[src/sv/ftq_sqrt_cell.sv]
// One digit cell of the pipelined integer square root.
`timescale 1ns / 1ps
`default_nettype none

module ftq_sqrt_cell #(
   parameter int RMW = 18,
   parameter int RB  = 16,
   parameter int SW  = 32,
   parameter int PW  = 8
) (
   input  wire logic           clock,
   input  wire logic           reset,
   input  wire logic           enable,
   input  wire logic           up_valid,
   input  wire logic [RMW-1:0] up_rem,
   input  wire logic [RB-1:0]  up_root,
   input  wire logic [SW-1:0]  up_rad,
   input  wire logic [PW-1:0]  up_pass,
   output logic                dn_valid,
   output logic [RMW-1:0]      dn_rem,
   output logic [RB-1:0]       dn_root,
   output logic [SW-1:0]       dn_rad,
   output logic [PW-1:0]       dn_pass
);

   logic           valid_ff;
   logic [RMW-1:0] rem_ff, rem_in;
   logic [RB-1:0]  root_ff, root_in;
   logic [SW-1:0]  rad_ff, rad_in;
   logic [PW-1:0]  pass_ff;
   logic [RMW+1:0] cur, trial;

   always_comb begin
      cur    = {up_rem, up_rad[SW-1:SW-2]};
      trial  = (RMW+2)'({up_root, 2'b01});
      rad_in = up_rad << 2;
      if (cur >= trial) begin
         rem_in  = RMW'(cur - trial);
         root_in = {up_root[RB-2:0], 1'b1};
      end else begin
         rem_in  = RMW'(cur);
         root_in = {up_root[RB-2:0], 1'b0};
      end
   end

   always_ff @(posedge clock) begin
      if (reset) begin
         valid_ff <= 1'b0;
      end else if (enable) begin
         valid_ff <= up_valid;
      end
   end

   always_ff @(posedge clock) begin
      if (enable) begin
         rem_ff  <= rem_in;
         root_ff <= root_in;
         rad_ff  <= rad_in;
         pass_ff <= up_pass;
      end
   end

   assign dn_valid = valid_ff;
   assign dn_rem   = rem_ff;
   assign dn_root  = root_ff;
   assign dn_rad   = rad_ff;
   assign dn_pass  = pass_ff;

endmodule

`default_nettype wire

[config.mk]
export PLATFORM = sky130hd
export DESIGN_NAME = ftq_sqrt_cell
export DESIGN_NICKNAME = d
export VERILOG_FILES = /design/src/sv/ftq_sqrt_cell.sv
export SDC_FILE = /design/constraint.sdc
export NUM_CORES = 1
export LEC_CHECK = 0
export CORE_AREA = 4 4 84 86
export DETAILED_ROUTE_END_ITERATION = 12
export DIE_AREA = 0 0 88 90
export DONT_BUFFER_PORTS = 1
export GPL_TIMING_DRIVEN = 0
export PLACE_DENSITY = 0.8
export SKIP_CTS_REPAIR_TIMING = 1
export SLEW_MARGIN = 20
export SYNTH_ARGS = -nofsm -noshare
export SYNTH_HDL_FRONTEND = slang
export SYNTH_SLANG_ARGS = --single-unit
[constraint.sdc]
create_clock -name clock -period 3.95 [get_ports clock]
set_clock_uncertainty 0.2 [all_clocks]
set_input_delay 0.395 -clock clock [delete_from_list [all_inputs] [get_ports clock]]
set_output_delay 0.395 -clock clock [all_outputs]
set_load 0.02 [all_outputs]
==> summary.md <==
| Metric | Value |
|---|---|
| Most frequent cell after synthesis | `edfxtp_1` |
| Setup crit start kind | `input port` |
| Register area | `2180 sq um` |
| Hold Path End | `dn_rem[5]$_DFFE_PP_` |
| Router iterations before antenna repair | `4` |
| Routed met2 length | `slightly below 4 mm` |
| Tot Pwr | `roughly 1.9 mW` |
| Num CTS Buffers | `9` |
| CTS Sinks | `73` |
| CP max stage delay | `0.37 ns` |
| H-tree depth | `3` |
| Worst-path clk slew | `0.08 ns` |
| 1st-iter DRT viols | `65` |
| CP max FO | `10` |
| Clk_lat worst skew | `around 0.33 ns` |
| Core ar. | `between 6000 and 7000 sq um` |
| Die H | `around 90 um` |
| Post-route DRC | `0` |
| Most frequent cells after synthesis | `edfxtp_1, inv_1, ha_1` |
| Cell area power density | `~450 nW/um^2` |
| Die width | `around 88 um` |
| Worst EP arrival | `~2.4 ns` |
| Status | `completed` |
| Cell Chain, Critical Path | `inv_1 -> ha_1 -> nand2b_1 -> a211oi_2 -> a31oi_1 -> a21oi_2 -> nor2b_2 -> o21ai_4 -> buf_12 -> mux2_4` |
| DPL Wire Length | `slightly above 5 mm` |
| WP depth | `10` |
| FFs w/ async S/R, synth | `0%` |
| Post-synth EDFFs | `slightly above 70` |
| Dpl ws | `1.05 ns` |
| Fin. max-slew vios | `0` |
| Root Buffer | `clkbuf_8` |
| # fillers | `438` |
| Footprint of the multi-input gates | `1100 sq um` |
| Crit path launch | `up_root[0]` |
| Worst path bufs/invs | `2` |
| Yosys reg bits | `73` |
| Max stage delay cell, worst path | `o21ai_4` |
| WS Path Type | `in2reg` |
| Worst R2R Path Depth | `3` |
| Num ports | `about 150` |
| Clock period minus worst slack | `2.54 ns` |
| Cell row count | `29` |
| Placed Area | `3490 sq um` |
| Post-synthesis cell area | `~3400 sq um` |
| Final instance area | `~4300 sq um` |
| Yosys cell types | `45` |
| Synth warn | `0` |
| Vias | `around 2,000` |
| ANT nets after route | `0` |
| Crit-path leading delay family | `compound AO/OA/AOI/OAI gates` |
| Hold path start | `up_rem[3]` |
| Total GRT Usage | `around 17%` |
| Worst Path Required | `3.84 ns` |
| Setup violators final | `0` |
| Tcrit/Tclk final | `around 64%` |
| Share of cells above drive strength 1 | `15.7%` |
| Final WS setup | `1.41 ns` |
| IR Drop Worst-Case VDD | `~0.37 mV` |
| FF-to-FF setup slack | `around 2.5 ns` |
| Drt via density | `5.43` |
| Top Metal Used | `met4` |
| Final Hold Viols | `0` |
| Leak | `~1.6 nW` |
| Unrepaired setup endpoints after global routing | `no` |
| Initial antenna violation count | `0` |
| Final Util | `between 60% and 70%` |
| RR Startpoint | `dn_valid$_SDFFE_PP0P_` |
| CTS tree | `built` |
| Max clock buf depth | `2` |
| Met1 Wirelength | `around 2.7 mm` |
| Mapped Cells | `approximately 230` |
| Largest net degree at the start of global routing | `between 70 and 80` |
| Max frequency | `0.394 GHz` |
| ANT cells | `0` |
| Slew HR | `between 30% and 40%` |
| Critical path capture point type | `flop` |
| Routed len/inst | `19.9 um` |
| Hold path depth | `1` |
| Synth top area share | `around 64%` |
| First-pass GRT wire length | `around 10 mm` |
| Worst-margin pin slew | `about 0.94 ns` |
| Layout Nets | `391` |
| Routed wl met3 | `851 um` |
| Cell taking the most area after synthesis | `edfxtp_1` |
| Synth Area per Inst | `~15 sq um` |
| HP Class | `in2reg` |
| Post-synthesis sequential area ratio | `64.3%` |
| Die Area | `7920 sq um` |
| Routed WL | `roughly 7.5 mm` |
| Area grow syn2layout | `25.7%` |
| Vias in the first global route | `1,815` |
| Area contributors post-synth | `edfxtp_1, ha_1, xnor2_1, mux2_4, mux2_2` |
| Port Buffers | `0` |
| RR Endpoint | `dn_valid$_SDFFE_PP0P_` |
| Initial Util | `~54%` |
| Global placer's final weighted congestion | `between 0.8 and 0.9` |
| Setup TNS | `0 ns` |
| Total of max-cap violations | `0` |
| Total gr overflow | `0` |
| Top_reg_cell synth | `edfxtp_1` |
[state kept, by name (all words and copies together), names as in the netlist]
register / cells
dn_valid: 1
dn_rad: 30
dn_rem: 18
dn_pass: 8
dn_root: 16
[cell families (layout without fill, tap and decap cells)]
logic type,after synthesis,after routing,synth area share [%]
AOI/OAI and AO/OA,40,40,9.41
xor gates and xnor gates,17,17,4.39
adders and majority gates,18,18,6.64
buffers and inverters,24,96,3.43
DFF,73,73,64.3
muxes,18,18,6.68
other,1,2,0.111
and+or+nand+nor,35,35,5.02
[cell usage in the layout, fill, tap and decap left out, types with 7 or more instances in the layout]
cell type | synthesis | routed
nand2_1 | 10 | 10
mux2_2 | 9 | 9
a21oi_1 | 10 | 10
ha_1 | 18 | 18
inv_1 | 19 | 19
nor2_1 | 11 | 11
clkbuf_8 | 0 | 9
edfxtp_1 | 72 | 72
xnor2_1 | 13 | 13
dlygate4sd3_1 | 0 | 56
mux2_4 | 7 | 7
[cell type report]
type / instances / area share (%)
Sequential cell: 73 / 51.2
Multi-Input combinational cell: 130 / 25.7
Timing Repair Buffer: 57 / 13.8
Clock buffer: 9 / 2.90
Tap cell: 77 / 2.26
Inverter: 19 / 1.67
Clock inverter: 6 / 1.41
Buffer: 5 / 1.06
[power by group]
part           internal, mW  switching (mW)  total [mW]  leakage (nW)
combinational         0.152           0.125       0.278         0.835
sequential            0.951           0.129        1.08         0.713
clock                 0.285           0.264       0.548        0.0925
[worst max-delay path by stage]
stage                                end
floorplan           dn_rem[10]$_DFFE_PP_
global placement    dn_rem[16]$_DFFE_PP_
detailed placement  dn_rem[16]$_DFFE_PP_
CTS                 dn_rem[10]$_DFFE_PP_
global route        dn_rem[16]$_DFFE_PP_
finish              dn_rem[10]$_DFFE_PP_
[through the flow]
| stage | cells | hold slack (ns) |
|---|---|---|
| finish | 376 | 0.0693 |
| global route | 376 | 0.0480 |
| detailed placement | 304 | 0.271 |
| CTS | 319 | -0.101 |
| global placement | 304 | 0.269 |
| floorplan | 227 | 0.267 |
[layer usage]
metal | vias to the layer above | GRT usage [%]
met2 | 109 | 27.8
met5 | - | 0
met4 | 0 | 5.75
li1 | 974 | -
met1 | 951 | 18.0
met3 | 9 | 9.87
No activity file was read; power rests on OpenSTA's default activity.
