--- src/sv/ftq_div_cell.sv ---
// One quotient-bit cell of the pipelined restoring divider.
`timescale 1ns / 1ps
`default_nettype none

module ftq_div_cell #(
   parameter int NW  = 33,
   parameter int SBW = 17,
   parameter int QB  = 16,
   parameter int K   = 0,
   parameter int PW  = 2
) (
   input  wire logic           clock,
   input  wire logic           reset,
   input  wire logic           enable,
   input  wire logic           up_valid,
   input  wire logic [NW-1:0]  up_rem,
   input  wire logic [SBW-1:0] up_div,
   input  wire logic [QB-1:0]  up_quo,
   input  wire logic [PW-1:0]  up_pass,
   output logic                dn_valid,
   output logic [NW-1:0]       dn_rem,
   output logic [SBW-1:0]      dn_div,
   output logic [QB-1:0]       dn_quo,
   output logic [PW-1:0]       dn_pass
);

   logic           valid_ff;
   logic [NW-1:0]  rem_ff, rem_in, shifted;
   logic [SBW-1:0] div_ff;
   logic [QB-1:0]  quo_ff, quo_in;
   logic [PW-1:0]  pass_ff;

   always_comb begin
      shifted = NW'(up_div) << K;
      if (up_rem >= shifted) begin
         rem_in = up_rem - shifted;
         quo_in = up_quo | (QB'(1) << K);
      end else begin
         rem_in = up_rem;
         quo_in = up_quo;
      end
   end

   always_ff @(posedge clock) begin
      if (reset) begin
         valid_ff <= 1'b0;
      end else if (enable) begin
         valid_ff <= up_valid;
      end
   end

   always_ff @(posedge clock) begin
      if (enable) begin
         rem_ff  <= rem_in;
         div_ff  <= up_div;
         quo_ff  <= quo_in;
         pass_ff <= up_pass;
      end
   end

   assign dn_valid = valid_ff;
   assign dn_rem   = rem_ff;
   assign dn_div   = div_ff;
   assign dn_quo   = quo_ff;
   assign dn_pass  = pass_ff;

endmodule

`default_nettype wire

--- config.mk ---
export PLATFORM = sky130hd
export DESIGN_NAME = ftq_div_cell
export DESIGN_NICKNAME = d
export VERILOG_FILES = /design/src/sv/ftq_div_cell.sv
export SDC_FILE = /design/constraint.sdc
export NUM_CORES = 1
export LEC_CHECK = 0
export BUFFER_PORTS_ARGS = -buffer_cell sky130_fd_sc_hd__buf_2
export CAP_MARGIN = 30
export CORE_MARGIN = 2
export CORE_UTILIZATION = 49
export CTS_CLUSTER_SIZE = 25
export DETAILED_ROUTE_END_ITERATION = 10
export HOLD_SLACK_MARGIN = 0.02
export PLACE_DENSITY_LB_ADDON = 0.15
export REMOVE_ABC_BUFFERS = 1
export SLEW_MARGIN = 30
export SYNTH_ARGS = -nofsm -noshare
export SYNTH_HDL_FRONTEND = slang
export SYNTH_SLANG_ARGS = --single-unit
--- constraint.sdc ---
create_clock -name clock -period 2.5 [get_ports clock]
set_input_delay 0.25 -clock clock [delete_from_list [all_inputs] [get_ports clock]]
set_output_delay 0.25 -clock clock [all_outputs]
set_load 0.1 [all_outputs]
==> results <==
- The detailed router finished its first iteration with 161 violations.
- The final net count is 562.
- Setup repair after global routing left no endpoint under its margin.
- In this run the tool buffered the top-level ports with 140 buffer cells.
- The async set-reset flop share out of synthesis is 0%.
- In this run the cell area measured after placement is 0.004621 mm^2.
- The startpoint of the worst-slack reg-to-reg timing path is dn_valid.
- After clock tree synthesis, the setup repair step added 0 buffers.
- In this run the worst setup path begins at up_rem[4].
- The region available for standard cell placement spans 0.007214 mm^2.
- Final hold analysis gives a worst-case slack of 0.05038 ns.
- The tree is rooted in a clkbuf_8.
- The number of hold buffers added after CTS was 0.
- In the synthesized netlist, the number of instances is 300.
- The worst setup path is captured at a flip-flop.
- The longest clock path from root to sink contains 2 buffers.
- The endpoint identified for the worst register-to-register timing path is dn_valid.
- The total of flip-flops plus latches after synthesis is 69.
- The count of pins over their slew limit came to 0.
- Sequential elements use 56.85% of the synthesized area.
- Counting cells, the worst reg-to-reg path comes to 2.
- Max-cap violations in this run came to 0.
- At the pin with the least slew margin, the transition time is 0.8577 ns.
- Global routing used 19.92% of the available tracks.
- For this run, design rule violations remaining after detail routing come to 0.
- Detailed routing inserted a total of 2899 vias.
- The number of buffers created by CTS is 9.
- Wires add up to 7688 um.
- After detailed routing, the average wire length per cell comes to 13.35 um.
- The number of cells in the design after placement is 560.
- Cells fill 67.45% of the core in the end.
- The final cell count without fillers is 576.
- The initial antenna violation count is 0.
- The leakage power of the design is 2.167 nW.
- The clock latency on the worst-skew pair is 0.34 ns.
- The total negative setup slack is 0 ns.
- The number of cell rows is 31.
- At the worst endpoint, the required time is 2.59 ns.
- Dividing the detail-routed via count by the number of cells gives 5.033.
- Yosys printed 0 warnings.
- Data on the critical path arrives at its endpoint at 2.26 ns.
- The first global-routing pass estimated 12800 um of wire.
- Setup violations remaining at the end of the flow were counted as 0.
- The die outline area is 0.008106 mm^2.
- The placer congestion estimate is 0.8877.
- Setup slack on the worst reg-to-reg path comes out at 1.92 ns.
- In the finished design, the share of the clock period the worst path needs comes to 86.80%.
- The number of antenna-violating nets in the routed design is 0.
- The minimum setup slack in the final design is 0.3300 ns.
- The classification of the worst-slack hold path is input pin to flip-flop.
- Once the clock tree was built, the resizer swapped 0 gates to a different size.
- The boundary pin count is 141.
- The clock period minus final worst setup slack is 2.170 ns.
- The area share of the largest cell type after synthesis is 56.30%.
- Summed over all nets, the half-perimeter wirelength after detailed placement is 5784 um.
- Ranked by total cell area, the synthesized netlist is headed by edfxtp_1, ha_1, xor2_1.
- The number of enable flip-flop cells after synthesis is 68.
- The category of the most critical setup path is input pin to flip-flop.
- Entering global routing, the biggest net connects 70 pins.
- The relative area change from synthesis to final layout is 34.15%.
- For this run, the top clock speed supported by timing is 0.4608 GHz.
- For this run the aggregate overflow at the end of global routing stands at 0.
- The first TritonRoute pass finished after 4 iterations.
- The largest area contributor in the netlist is edfxtp_1.
- Along the worst hold path, the cell count comes to 2.
- TritonCTS built the clock tree.
- OpenSTA, run right after detailed placement, puts the worst setup slack at -0.01802 ns.
- Once the floorplan was initialized, standard cells occupied 50.28% of the core.
- Summing all non-filler instances in the final layout gives an area of 0.004866 mm^2.
- The maximum vdd drop is 0.4437 mV.
- The fraction of final layout cells with drive strength greater than 1 is 44.03%.
- The number of distinct library cells after synthesis is 50.
- In this run the most critical hold path is launched from reset.
- STA classifies the critical path startpoint as an input pin.
- In the post-synthesis netlist, the cell with the most instances is edfxtp_1.
- The via count of the first global-routing pass is 2753.
- In this run the power density over the cells is 807.0 mW/mm^2.
- The worst max-slew margin expressed relative to the limit is 42.82%.
- The terminating pin of the worst hold path is dn_valid.
- By count the netlist is led by edfxtp_1, nand2_1, xor2_1.
- Clock-pin slew was measured on the worst setup and hold paths at 0.07 ns.
- In the synthesized netlist the dominant register cell turns out to be edfxtp_1.
- The run finished with clean final reports.
- The design draws 3.927 mW.
- CTS built an H-tree with a depth of 3.
- The die is 90.04 um wide.
- The number of antenna diodes in the final layout is 0.
- On the final layout, the worst clock skew is 0 ns.
- The largest fanout on the critical path is 5.
- The synthesized cell area is 0.003627 mm^2.
- The overall die height is 90.04 um.
- The clock drives 69 sinks.
- The number of hold violations in the final report was 0.
- Averaged over all synthesized cells, the footprint is 12.09 um^2.
[critical path, stage by stage]
cell and delay [ns]:
buf_2 0.11, ha_1 0.31, buf_4 0.16, a21o_1 0.16, a21oi_1 0.18, a21oi_1 0.12
buf_4 0.15, o211ai_1 0.30, nand3_1 0.21, nor3_1 0.22, xor2_1 0.10
[worst max-delay path by stage]
stage	to	slack (ns)	cells after the start
6_report	dn_rem[24]	0.33	11
5_1_grt	dn_rem[32]	0.20	12
4_1_cts	dn_rem[24]	0.36	11
3_5_place_dp	dn_rem[24]	-0.02	11
3_3_place_gp	dn_rem[32]	-0.01	12
2_1_floorplan	dn_rem[14]	-0.43	8
[kinds of logic after synthesis]
| kind of cell | share of synthesized area, % |
|---|---|
| xor+xnor | 7.002 |
| flops | 56.85 |
| simple gates | 13.32 |
| compound gates | 11.90 |
| mux | 0.6898 |
| fa+ha+maj | 6.416 |
| buf+inv | 3.829 |
[sequential cells by signal, summed over array words and instances, names as in the netlist]
register  flops
dn_div       17
dn_rem       33
dn_valid      1
dn_quo       16
dn_pass       2
[per-layer routing]
metal / GRT usage, % / up-vias / wire length, um
li1: - / 1455 / -
met1: 25.28 / 1323 / 3362
met2: 32.08 / 110 / 3669
met3: 4.862 / 11 / 540
met4: 9.744 / 0 / 115
met5: 0 / - / 0
[area by class of cell]
class / count / area (um^2)
clock buffer: 9 / 123.9
clock inverter: 7 / 121.4
timing repair buffer: 168 / 925.9
sequential: 69 / 2062
tap: 99 / 123.9
multi-input combinational: 202 / 1426
fill: 592 / 2349
inverter: 22 / 82.58
[placed cells by master, fill, tap and decap left out, drive strengths merged, types with 6 or more instances in the layout]
| cell type | n |
|---|---|
| a21oi | 14 |
| buf | 168 |
| clkbuf | 9 |
| edfxtp | 68 |
| ha | 17 |
| inv | 23 |
| nand2 | 32 |
| nor2 | 15 |
| nor3 | 15 |
| o21ai | 22 |
| or3 | 6 |
| xor2 | 24 |
[power breakdown]
| group | switching [mW] | internal (mW) |
|---|---|---|
| combinational | 1.10 | 0.285 |
| sequential | 0.0260 | 1.41 |
| clock | 0.438 | 0.667 |
| total | 1.56 | 2.36 |
Note: power is estimated with default switching activity, not from simulation.
